--- src/design/egk_pkg.sv ---
// Shared constants, types and helpers for the exp-Golomb order-k bit-serial decoder.
package egk_pkg;

    // Width of the internal arithmetic; every sum and shift wraps at this width.
    localparam int VALUE_BITS = 32;

    // Width of the result value field and of the order register.
    localparam int OUT_W = 32;
    localparam int K_W   = 5;

    // Counters must hold VALUE_BITS and any order value.
    localparam int CNT_RAW = $clog2(VALUE_BITS + 1);
    localparam int CNT_W   = (CNT_RAW < K_W + 1) ? K_W + 1 : CNT_RAW;

    // Decoder phase codes; the unused code behaves as prefix counting.
    localparam logic [1:0] PH_PREFIX = 2'd0;
    localparam logic [1:0] PH_WBITS  = 2'd1;
    localparam logic [1:0] PH_LOW    = 2'd2;

    // One result beat.
    typedef struct packed {
        logic [OUT_W-1:0] value;
        logic             error;
    } result_t;

    // Fit an internal value to the result field, truncating or zero-extending.
    function automatic logic [OUT_W-1:0] to_out(input logic [VALUE_BITS-1:0] v);
        logic [63:0] wide;
        wide = 64'(v);
        return wide[OUT_W-1:0];
    endfunction

endpackage

--- src/design/egk_decode.sv ---
// Decoder state and the single-pass next-state and result logic for one code bit.
module egk_decode
    import egk_pkg::*;
(
    input  logic           clk,
    input  logic           rst_n,
    input  logic           step,
    input  logic           code_bit,
    input  logic [K_W-1:0] order_k,
    output logic           res_valid,
    output result_t        res
);

    logic [1:0]            phase_reg, phase_next;
    logic [CNT_W-1:0]      prefix_count_reg, prefix_count_next;
    logic [CNT_W-1:0]      bits_left_reg, bits_left_next;
    logic [VALUE_BITS-1:0] w_reg, w_next;
    logic [VALUE_BITS-1:0] low_reg, low_next;

    logic [VALUE_BITS-1:0] w_shift;
    logic [VALUE_BITS-1:0] low_shift;
    logic [CNT_W-1:0]      bits_dec;
    logic [VALUE_BITS-1:0] w_src;
    logic [VALUE_BITS-1:0] low_src;
    logic [VALUE_BITS-1:0] emit_value;
    logic                  k_zero;

    assign w_shift   = {w_reg[VALUE_BITS-2:0], code_bit};
    assign low_shift = {low_reg[VALUE_BITS-2:0], code_bit};
    assign bits_dec  = bits_left_reg - CNT_W'(bits_left_reg != '0);
    assign k_zero    = (order_k == '0);

    // Accumulator values that a word ending on this bit is built from.
    always_comb
    begin
        unique case (phase_reg)
            PH_WBITS:
            begin
                w_src   = w_shift;
                low_src = low_reg;
            end
            PH_LOW:
            begin
                w_src   = w_reg;
                low_src = low_shift;
            end
            default:
            begin
                w_src   = w_reg;
                low_src = low_reg;
            end
        endcase
    end

    // Decoded value: ((w - 1) << k) + low, wrapping at the internal width.
    assign emit_value = ((w_src - VALUE_BITS'(1)) << order_k) + low_src;

    // Next state and result for the current bit.
    always_comb
    begin
        phase_next        = phase_reg;
        prefix_count_next = prefix_count_reg;
        bits_left_next    = bits_left_reg;
        w_next            = w_reg;
        low_next          = low_reg;
        res_valid         = 1'b0;
        res.value         = to_out(emit_value);
        res.error         = 1'b0;

        unique case (phase_reg)
            PH_WBITS:
            begin
                w_next         = w_shift;
                bits_left_next = bits_dec;
                if (bits_dec == '0)
                begin
                    if (!k_zero)
                    begin
                        phase_next     = PH_LOW;
                        bits_left_next = CNT_W'(order_k);
                    end
                    else
                    begin
                        res_valid = 1'b1;
                    end
                end
            end
            PH_LOW:
            begin
                low_next       = low_shift;
                bits_left_next = bits_dec;
                if (bits_dec == '0)
                begin
                    res_valid = 1'b1;
                end
            end
            default:
            begin
                if (code_bit)
                begin
                    prefix_count_next = prefix_count_reg + CNT_W'(1);
                    // Overlong prefix abandons the word.
                    if (prefix_count_reg == CNT_W'(VALUE_BITS - 1))
                    begin
                        res_valid = 1'b1;
                        res.value = '0;
                        res.error = 1'b1;
                    end
                end
                else if (prefix_count_reg != '0)
                begin
                    phase_next     = PH_WBITS;
                    bits_left_next = prefix_count_reg;
                end
                else if (!k_zero)
                begin
                    phase_next     = PH_LOW;
                    bits_left_next = CNT_W'(order_k);
                end
                else
                begin
                    res_valid = 1'b1;
                end
            end
        endcase

        // Any finished word, good or bad, restarts decoding.
        if (res_valid)
        begin
            phase_next        = PH_PREFIX;
            prefix_count_next = '0;
            bits_left_next    = '0;
            w_next            = VALUE_BITS'(1);
            low_next          = '0;
        end
    end

    // State registers advance only on a processed bit.
    always_ff @(posedge clk or negedge rst_n)
    begin
        if (!rst_n)
        begin
            phase_reg        <= PH_PREFIX;
            prefix_count_reg <= '0;
            bits_left_reg    <= '0;
            w_reg            <= VALUE_BITS'(1);
            low_reg          <= '0;
        end
        else if (step)
        begin
            phase_reg        <= phase_next;
            prefix_count_reg <= prefix_count_next;
            bits_left_reg    <= bits_left_next;
            w_reg            <= w_next;
            low_reg          <= low_next;
        end
    end

`ifndef ASSERT_OFF
    // An error result always carries a zero value.
    assert property (@(posedge clk) disable iff (!rst_n)
        (res_valid && res.error) |-> (res.value == '0))
        else $error("error result with nonzero value");

    // A finished word returns the decoder to a clean prefix phase.
    assert property (@(posedge clk) disable iff (!rst_n)
        (step && res_valid) |=> (phase_reg == PH_PREFIX && prefix_count_reg == '0
                                 && w_reg == VALUE_BITS'(1) && low_reg == '0))
        else $error("decoder not restarted after a word");

    // Suffix phases always have bits still to come.
    assert property (@(posedge clk) disable iff (!rst_n)
        (phase_reg == PH_WBITS || phase_reg == PH_LOW) |-> (bits_left_reg != '0))
        else $error("suffix phase with no bits left");

    // The prefix count never reaches the overlong limit.
    assert property (@(posedge clk) disable iff (!rst_n)
        prefix_count_reg < CNT_W'(VALUE_BITS))
        else $error("prefix count overran");
`endif

endmodule

--- src/design/egk_out_reg.sv ---
// Result register that holds one decoded beat until the downstream side takes it.
module egk_out_reg
    import egk_pkg::*;
(
    input  logic    clk,
    input  logic    rst_n,
    input  logic    load,
    input  result_t load_data,
    output logic    free,
    output logic    m_tvalid,
    input  logic    m_tready,
    output result_t m_data
);

    logic    valid_reg;
    result_t data_reg;

    // Room for a new beat when empty or when the held beat leaves this cycle.
    assign free     = !valid_reg || m_tready;
    assign m_tvalid = valid_reg;
    assign m_data   = data_reg;

    // Valid flag.
    always_ff @(posedge clk or negedge rst_n)
    begin
        if (!rst_n)
        begin
            valid_reg <= 1'b0;
        end
        else if (load)
        begin
            valid_reg <= 1'b1;
        end
        else if (m_tready)
        begin
            valid_reg <= 1'b0;
        end
    end

    // Payload.
    always_ff @(posedge clk)
    begin
        if (load)
        begin
            data_reg <= load_data;
        end
    end

`ifndef ASSERT_OFF
    // A beat is loaded only when the register has room.
    assert property (@(posedge clk) disable iff (!rst_n)
        load |-> free)
        else $error("result register overwritten");

    // A loaded beat is presented in the next cycle.
    assert property (@(posedge clk) disable iff (!rst_n)
        load |=> m_tvalid)
        else $error("loaded beat not presented");

    // A beat that leaves with nothing loaded behind it empties the register.
    assert property (@(posedge clk) disable iff (!rst_n)
        (m_tvalid && m_tready && !load) |=> !m_tvalid)
        else $error("taken beat presented again");
`endif

endmodule

--- src/design/exp_golomb_k_bit_serial_decoder_unit.sv ---
// Top level of the exp-Golomb order-k bit-serial decoder with stream ports.
//
// Channel   Dir  Fields (low bit up)             Beat taken when
// s_*       in   tdata[0] code_bit               s_tvalid && s_tready
// m_*       out  tdata[31:0] value, tuser error  m_tvalid && m_tready
// cfg_*     in   cfg_wr_data order_k             cfg_wr_en
//
// One code bit per clock while the result register has room: a bit waits in the
// input register, then the decode logic updates the state and loads the result
// register in one pass; a word's result is presented from the result register.
// Reset clears the decoder to the prefix phase and order_k to zero; no sweep.
// While a result waits, one more bit is taken into the input register.
module exp_golomb_k_bit_serial_decoder_unit
    import egk_pkg::*;
(
    input  logic           clk,
    input  logic           rst_n,
    input  logic           s_tvalid,
    output logic           s_tready,
    input  logic [7:0]     s_tdata,     // [0] code_bit, [7:1] zero
    output logic           m_tvalid,
    input  logic           m_tready,
    output logic [31:0]    m_tdata,     // [31:0] value
    output logic [0:0]     m_tuser,     // [0] error
    input  logic           cfg_wr_en,
    input  logic [K_W-1:0] cfg_wr_data
);

    logic           in_valid_reg;
    logic           in_bit_reg;
    logic [K_W-1:0] order_k_reg;
    logic           advance;
    logic           out_free;
    logic           res_valid;
    result_t        res;
    result_t        out_data;

    // A held bit is processed whenever the result register has room.
    assign advance  = in_valid_reg && out_free;
    assign s_tready = !in_valid_reg || advance;

    // Input register valid flag.
    always_ff @(posedge clk or negedge rst_n)
    begin
        if (!rst_n)
        begin
            in_valid_reg <= 1'b0;
        end
        else if (s_tready)
        begin
            in_valid_reg <= s_tvalid;
        end
    end

    // Input register payload.
    always_ff @(posedge clk)
    begin
        if (s_tvalid && s_tready)
        begin
            in_bit_reg <= s_tdata[0];
        end
    end

    // Order register.
    always_ff @(posedge clk or negedge rst_n)
    begin
        if (!rst_n)
        begin
            order_k_reg <= '0;
        end
        else if (cfg_wr_en)
        begin
            order_k_reg <= cfg_wr_data;
        end
    end

    egk_decode u_decode (
        .clk       (clk),
        .rst_n     (rst_n),
        .step      (advance),
        .code_bit  (in_bit_reg),
        .order_k   (order_k_reg),
        .res_valid (res_valid),
        .res       (res)
    );

    egk_out_reg u_out_reg (
        .clk       (clk),
        .rst_n     (rst_n),
        .load      (advance && res_valid),
        .load_data (res),
        .free      (out_free),
        .m_tvalid  (m_tvalid),
        .m_tready  (m_tready),
        .m_data    (out_data)
    );

    assign m_tdata = out_data.value;
    assign m_tuser = out_data.error;

`ifndef ASSERT_OFF
    // A held bit that cannot advance stays in the input register.
    assert property (@(posedge clk) disable iff (!rst_n)
        (in_valid_reg && !advance) |=> in_valid_reg)
        else $error("held bit dropped");

    // The input side is refused only while a bit waits on a full result register.
    assert property (@(posedge clk) disable iff (!rst_n)
        !s_tready |-> (in_valid_reg && m_tvalid && !m_tready))
        else $error("input stalled without cause");

    // A result beat that is not taken stays on the port unchanged.
    assert property (@(posedge clk) disable iff (!rst_n)
        (m_tvalid && !m_tready) |=> (m_tvalid && $stable(m_tdata) && $stable(m_tuser)))
        else $error("stalled result beat changed");
`endif

endmodule
--- config.mk ---
export PLATFORM = sky130hd
export DESIGN_NAME = exp_golomb_k_bit_serial_decoder_unit
export DESIGN_NICKNAME = d
export VERILOG_FILES = /design/src/design/egk_pkg.sv /design/src/design/egk_decode.sv /design/src/design/egk_out_reg.sv /design/src/design/exp_golomb_k_bit_serial_decoder_unit.sv
export SDC_FILE = /design/constraint.sdc
export NUM_CORES = 1
export LEC_CHECK = 0
export BUFFER_PORTS_ARGS = -buffer_cell sky130_fd_sc_hd__buf_4
export CAP_MARGIN = 20
export CORE_MARGIN = 10
export CORE_UTILIZATION = 50
export DETAILED_ROUTE_END_ITERATION = 8
export GPL_TIMING_DRIVEN = 0
export PLACE_DENSITY = 0.67
export SLEW_MARGIN = 20
export SYNTH_ARGS = -nofsm -noshare
export SYNTH_HDL_FRONTEND = slang
export SYNTH_HIERARCHICAL = 1
export SYNTH_SLANG_ARGS = --single-unit
--- constraint.sdc ---
create_clock -name clk -period 11.37 [get_ports clk]
set_clock_uncertainty 0.1 [all_clocks]
set_input_delay 1.137 -clock clk [delete_from_list [all_inputs] [get_ports clk]]
set_output_delay 1.137 -clock clk [all_outputs]
set_load 0.01 [all_outputs]
==> PnR_summary.wiki, run 1 <==
{| class="wikitable"
! Metric !! Value
|-
| Detailed Routing Iterations Pass 1 || 5
|-
| Number of clock buffers inserted by TritonCTS || 17
|-
| GP Congestion || 0.928
|-
| Sequential share of the synthesized area || 32.2%
|-
| Wire per inst || 18.2 um
|-
| Class of the worst hold path || reg -> reg
|-
| Portion of total power attributed to the clock network || 20.9%
|-
| Post-route clock period utilization || 84.5%
|-
| Avg Inst Size Synth || 8.40 sq um
|-
| Cell type with the highest occurrence count on the critical path || sky130_fd_sc_hd__o21ai_0
|-
| Cell area after technology mapping || 9790 sq um
|-
| Most used cells in the layout excluding fill and tap cells || 125 x sky130_fd_sc_hd__nand2_1, 102 x sky130_fd_sc_hd__nor2_1, 86 x sky130_fd_sc_hd__o21ai_0
|-
| Total inserted antenna cells || 0
|-
| Cell-internal power || 1.45 mW
|-
| Global-route wire length before repair || 45,800 um
|-
| Launch instance of the worst min-delay path || u_decode/low_reg[31]
|-
| Most congested layer reported by global routing || met2
|-
| Core Area || 19,300 sq um
|-
| Post-synth EDFFs || 34
|-
| Flip-flop count of the largest register, all copies and words added || 33
|-
| RSZ-0062 raised after global routing || no
|-
| Setup crit end kind || register
|-
| Register-to-register setup slack || 1.76 ns
|-
| Req. time, crit path || 11.45 ns
|-
| Switching share of total power || 44.7%
|-
| Buffers inserted by post-CTS timing repair || 0
|-
| Count of buffers from port buffering || 45
|-
| Fraction of met3 tracks used by global routing || 4.09%
|-
| Share of power burned in combinational logic || 54.3%
|-
| Number of remaining DRC errors || 0
|-
| GR Util met1 || 28.2%
|-
| Layout fillers || 1,792
|-
| Antenna violations before repair || 0
|-
| Final Max Slew Viols || 0
|-
| Worst path arrival time || 9.69 ns
|-
| Hold Buf Count CTS || 0
|-
| Initial DRC count || 1,084
|-
| Slew Limit Headroom || 29.8%
|-
| Outcome || finished clean
|-
| Resized cells post-CTS || 0
|-
| Post-DRT Antenna Nets || 0
|-
| Maximum number of pins on one net before global-route repair || 86
|-
| Met2 Use GR || 35.1%
|-
| Pwr Density || 237 nW/um^2
|-
| Time the final worst path needs with I/O delays and setup || 9.61 ns
|-
| Leakage power total || 4.65 nW
|-
| Proportion of register bits with asynchronous set or reset after synthesis || 71.4%
|-
| Number of different library cells in the post-synthesis netlist || 86
|-
| Overall global routing resource usage || 21.4%
|-
| Total setup violations reported at the end of the flow || 0
|-
| Synth-to-Final Area Change || 13.0%
|-
| Die Y || 160 um
|-
| CP bufs+invs || 6
|-
| Worst Setup SP || u_decode/phase_reg[1]
|-
| Count of state elements after synthesis || 119
|-
| Clock insertion delay at the later pin of the skew report || 0.43 ns
|-
| Largest buffer count on any clock path || 2
|-
| Final Hold Vio Count || 0
|-
| Worst slack after detailed placement || 2.00 ns
|-
| Clock H-tree levels || 4
|-
| Total chip power || 2.62 mW
|-
| Minimum hold slack || 0.392 ns
|-
| TritonCTS clock tree || done
|-
| Share of final-layout standard cells stronger than drive strength 1 || 11.6%
|-
| TritonCTS Sinks || 119
|-
| Total half-perimeter wirelength after legalization and detailed placement || 20,600 um
|-
| CTS root buf || sky130_fd_sc_hd__clkbuf_16
|-
| Top-level port count || 53
|-
| Starting utilization of the core area || 50.6%
|-
| Total negative slack || 0 ns
|-
| Reg2reg start || u_decode/phase_reg[1]
|-
| Global route overflow || 0
|-
| Total number of vias || 9,055
|-
| Routed Wire Length || 27,500 um
|-
| Setup slack after layout || 1.76 ns
|-
| Yosys synthesis warning count || 6
|-
| Full die area || 25,600 sq um
|-
| Upper clock frequency limit || 0.104 GHz
|-
| Average vias per placed instance || 6.00
|-
| Largest stage delay on the critical path || 0.60 ns
|-
| Maximum VDD drop || 128 uV
|-
| Utilization after layout || 57.2%
|-
| Critical Setup Path Class || reg -> reg
|-
| Transition at the pin with the smallest max-transition slack || 1.03 ns
|-
| Most frequent standard cell in the layout excluding fill and tap cells || sky130_fd_sc_hd__nand2_1
|-
| Layout Nets || 1,290
|-
| Primary FF master, synth || sky130_fd_sc_hd__dfrtp_1
|-
| Die X || 160 um
|-
| CP max stage cell || sky130_fd_sc_hd__a211oi_1
|-
| Worst Path Max Fanout || 10
|-
| Std-Cell Rows || 51
|-
| Mapped Nets || 1,225
|-
| Dominant delay contributor by cell family on the critical path || compound AO/OA/AOI/OAI gates
|-
| Clock-pin slew of the registers on the worst-case setup and hold paths || 0.06 ns
|-
| Startpoint Class || register
|-
| Sequential fraction of design power || 24.8%
|-
| Net switching power || 1.17 mW
|-
| Number of maximum-capacitance violations || 0
|-
| Post-synthesis instance total || 1,165
|-
| Vias in the first global route || 8,688
|}
## logic make-up (layout without fill, tap and decap cells)
| family | count (synthesis) | after routing | synth area share [%] |
|---|---|---|---|
| adders and majority gates | 42 | 42 | 5.44 |
| buffers and inverters | 148 | 226 | 6.08 |
| DFF | 119 | 119 | 32.2 |
| xor gates and xnor gates | 51 | 51 | 4.56 |
| and+or+nand+nor | 373 | 373 | 18.4 |
| AOI/OAI and AO/OA | 362 | 362 | 24.6 |
| muxes | 70 | 70 | 8.79 |
## cell type report
class	instances	area [sq um]	area share, %
Multi-Input combinational cell	898	6050	54.7
Sequential cell	119	3150	28.5
Clock buffer	17	425	3.84
Buffer	87	367	3.31
Timing Repair Buffer	46	347	3.13
Tap cell	265	332	3.00
Inverter	61	229	2.07
Clock inverter	15	166	1.50
## final timing paths
check,to,cells past startpoint
worst max-delay path,u_out_reg/m_data[32],31
worst min-delay path,u_decode/low_reg[31],2
worst max register to register,u_out_reg/m_data[32],31
worst min register to register,u_decode/low_reg[31],2
max in group asynchronous,u_decode/low_reg[9],1
min in group asynchronous,u_decode/w_reg[15],1
## per-layer routing
layer / up-vias / routed length [um]
li1: 4403 / -
met1: 4310 / 12400
met2: 301 / 12900
met3: 41 / 1610
met4: 0 / 517
met5: - / 0
## power groups by stage
stage | sequential [mW] | clock [mW] | combinational (mW)
3_5_place_dp | 0.656 | 0 | 1.39
2_1_floorplan | 0.670 | 0 | 0.983
3_3_place_gp | 0.654 | 0 | 1.38
5_1_grt | 0.664 | 0.575 | 1.58
6_report | 0.649 | 0.549 | 1.42
4_1_cts | 0.649 | 0.557 | 1.41
## cell usage after synthesis (all sizes together) (18+ instances only)
cell type  count  area [sq um]
a211oi        19           148
a21oi         73           365
a22o          35           307
buf           22           123
clkbuf        65           244
dfrtp         84          2100
edfxtp        34          1020
ha            41           513
inv           59           221
mux2          18           203
mux2i         41           410
nand2        126           475
nor2         104           395
nor3          33           191
o21ai         88           444
o22ai         40           250
xnor2         26           228
xor2          25           219
## stage by stage
stage,area [sq um],instances
after global routing,11100,1508
after detailed placement,10500,1476
after global placement,10500,1475
after CTS,11100,1508
final,11100,1508
after floorplan,9790,1165
## tightest hold or removal path, delay by kind of cell, from the launching register on
| family | cells | cell delay (ns) |
|---|---|---|
| compound gates | 1 | 0.06 |
| flops | 1 | 0.34 |
| simple gates | 1 | 0.05 |
(Power assumes the default switching activity.)
==> run 2: changes to the inputs <==
==> constraint.sdc (replaced) <==
create_clock -name clk -period 9.2 [get_ports clk]
set_clock_uncertainty 0.1 [all_clocks]
set_input_delay 0.92 -clock clk [delete_from_list [all_inputs] [get_ports clk]]
set_output_delay 0.92 -clock clk [all_outputs]
set_load 0.01 [all_outputs]
==> PnR_summary.wiki, run 2 (same netlist as run 1, synthesis figures left out) <==
{| class="wikitable"
! Metric !! Value
|-
| Outcome || finished clean
|-
| CTS root buf || sky130_fd_sc_hd__clkbuf_16
|-
| Total negative slack || 0 ns (unchanged)
|-
| Antenna violations before repair || 0 (unchanged)
|-
| Req. time, crit path || 9.27 ns (-2.18 ns)
|-
| Initial DRC count || 1,110 (+2.4%)
|-
| Largest stage delay on the critical path || 0.85 ns (+0.25 ns)
|-
| Vias in the first global route || 8,702 (+0.16%)
|-
| Maximum VDD drop || 158 uV (+23%)
|-
| Clock-pin slew of the registers on the worst-case setup and hold paths || 0.06 ns (about the same)
|-
| Final Hold Vio Count || 0 (unchanged)
|-
| Detailed Routing Iterations Pass 1 || 6 (+1)
|-
| Worst path arrival time || 8.65 ns (-1.04 ns)
|-
| TritonCTS Sinks || 119 (unchanged)
|-
| Transition at the pin with the smallest max-transition slack || 1.04 ns (+0.00975 ns)
|-
| Global route overflow || 0 (unchanged)
|-
| Share of final-layout standard cells stronger than drive strength 1 || 12.1% (+0.48 points)
|-
| Layout Nets || 1,290 (unchanged)
|-
| Depth of the worst register-to-register path || 29 (-6.5%)
|-
| Total number of vias || 9,106 (+0.56%)
|-
| Number of remaining DRC errors || 0 (unchanged)
|-
| Layout fillers || 1,792 (unchanged)
|-
| Maximum number of pins on one net before global-route repair || 86 (unchanged)
|-
| Largest buffer count on any clock path || 2 (unchanged)
|-
| Count of buffers from port buffering || 45 (unchanged)
|-
| Startpoint Class || register
|-
| Overall global routing resource usage || 21.4% (about the same)
|-
| Slew Limit Headroom || 29.2% (-0.67 points)
|-
| Total half-perimeter wirelength after legalization and detailed placement || 20,600 um (unchanged)
|-
| Setup crit end kind || register
|-
| Post-route clock period utilization || 93.2% (+8.7 points)
|-
| Upper clock frequency limit || 0.117 GHz (+12%)
|-
| Die Y || 160 um (unchanged)
|-
| Most frequent standard cell in the layout excluding fill and tap cells || sky130_fd_sc_hd__nand2_1
|-
| Final Max Slew Viols || 0 (unchanged)
|-
| Die X || 160 um (unchanged)
|-
| Routed Wire Length || 27,500 um (-0.12%)
|-
| Cell type with the highest occurrence count on the critical path || sky130_fd_sc_hd__clkbuf_2
|-
| Fin cells || 1,508 (unchanged)
|-
| Average vias per placed instance || 6.04 (+0.56%)
|-
| Clock H-tree levels || 4 (unchanged)
|-
| Global-route wire length before repair || 45,800 um (about the same)
|-
| Post-DRT Antenna Nets || 0 (unchanged)
|-
| Core Area || 19,300 sq um (unchanged)
|-
| RSZ-0062 raised after global routing || no
|-
| Hold Buf Count CTS || 0 (unchanged)
|-
| Total inserted antenna cells || 0 (unchanged)
|-
| Top-level port count || 53 (unchanged)
|-
| Total setup violations reported at the end of the flow || 0 (unchanged)
|-
| Hold path cells || 2 (unchanged)
|-
| Setup slack after layout || 0.621 ns (-1.14 ns)
|-
| Std-Cell Rows || 51 (unchanged)
|-
| Buffers inserted by post-CTS timing repair || 0 (unchanged)
|-
| Critical Setup Path Class || reg -> reg
|-
| Placed Cells || 1,476 (unchanged)
|-
| Total chip power || 3.24 mW (+24%)
|-
| Leakage power total || 4.67 nW (+0.38%)
|-
| TritonCTS clock tree || done
|-
| Full die area || 25,600 sq um (unchanged)
|-
| Worst slack after detailed placement || -0.171 ns (-2.17 ns)
|-
| Class of the worst hold path || reg -> reg
|-
| Clock insertion delay at the later pin of the skew report || 0.43 ns (about the same)
|-
| Resized cells post-CTS || 2 (+2)
|-
| Starting utilization of the core area || 50.6% (unchanged)
|-
| Number of clock buffers inserted by TritonCTS || 17 (unchanged)
|-
| Most used cells in the layout excluding fill and tap cells || 125 x sky130_fd_sc_hd__nand2_1, 102 x sky130_fd_sc_hd__nor2_1, 86 x sky130_fd_sc_hd__o21ai_0
|-
| Flip-flop count of the largest register, all copies and words added || 33 (unchanged)
|-
| CP max stage cell || sky130_fd_sc_hd__a2111oi_0
|-
| Worst Path Max Fanout || 10 (unchanged)
|-
| Pwr Density || 293 nW/um^2 (+24%)
|-
| Number of maximum-capacitance violations || 0 (unchanged)
|-
| Wire per inst || 18.2 um (-0.12%)
|-
| Non-Filler Cell Area, Final || 11,100 sq um (+0.10%)
|-
| Synth-to-Final Area Change || 13.2%
|-
| Placed cell areas || 10,500 sq um (unchanged)
|-
| GP Congestion || 0.928 (unchanged)
|-
| Time the final worst path needs with I/O delays and setup || 8.58 ns (-1.03 ns)
|}
==> run 2: cell count changes in the layout (fill, tap and decap cells not counted), sizes merged <==
cell / change
clkbuf: +3
buf: -3
==> run 2: final cells by class <==
type | count | area, sq um | area share [%]
Multi-Input combinational cell | 898 | 6060 | 54.7
Sequential cell | 119 | 3150 | 28.4
Clock buffer | 17 | 425 | 3.84
Buffer | 87 | 373 | 3.37
Timing Repair Buffer | 46 | 347 | 3.13
Tap cell | 265 | 332 | 2.99
Inverter | 61 | 229 | 2.07
Clock inverter | 15 | 166 | 1.50
==> run 2: metal layers <==
layer	global-route usage (%)	part of all wire, %
met1	28.2	45
met2	35.2	47
met3	4.09	5.8
met4	5.72	1.9
met5	0	0
==> run 2: worst paths after layout <==
path	from	slack [ns]	end
setup / recovery	u_decode/phase_reg[1]	0.62	u_out_reg/m_data[32]
hold / removal	u_decode/low_reg[31]	0.39	u_decode/low_reg[31]
setup reg to reg	u_decode/phase_reg[1]	0.62	u_out_reg/m_data[32]
hold reg to reg	u_decode/low_reg[31]	0.39	u_decode/low_reg[31]
max in group asynchronous	rst_n	7.99	u_decode/low_reg[9]
min in group asynchronous	rst_n	0.44	u_decode/w_reg[15]
==> run 2: report_power, final <==
group	switching (mW)	total (mW)	internal, mW	leakage, nW
sequential	0.0715	0.803	0.731	1.47
clock	0.273	0.678	0.405	0.287
combinational	1.11	1.76	0.658	2.91
==> run 2: critical path, delay by kind of cell (launching register included) <==
family,cells,cell delay (ns)
flops,1,0.39
mux,2,0.58
buf+inv,7,1.90
compound gates,13,3.61
simple gates,4,0.67
fa+ha+maj,3,1.05
==> run 2: metrics by stage <==
step	utilization, %	hold WS (ns)
after detailed placement	54.2	0.376
after global placement	54.1	0.371
after global routing	57.3	0.429
final	57.3	0.391
after floorplan	-	0.349
after CTS	57.3	0.388
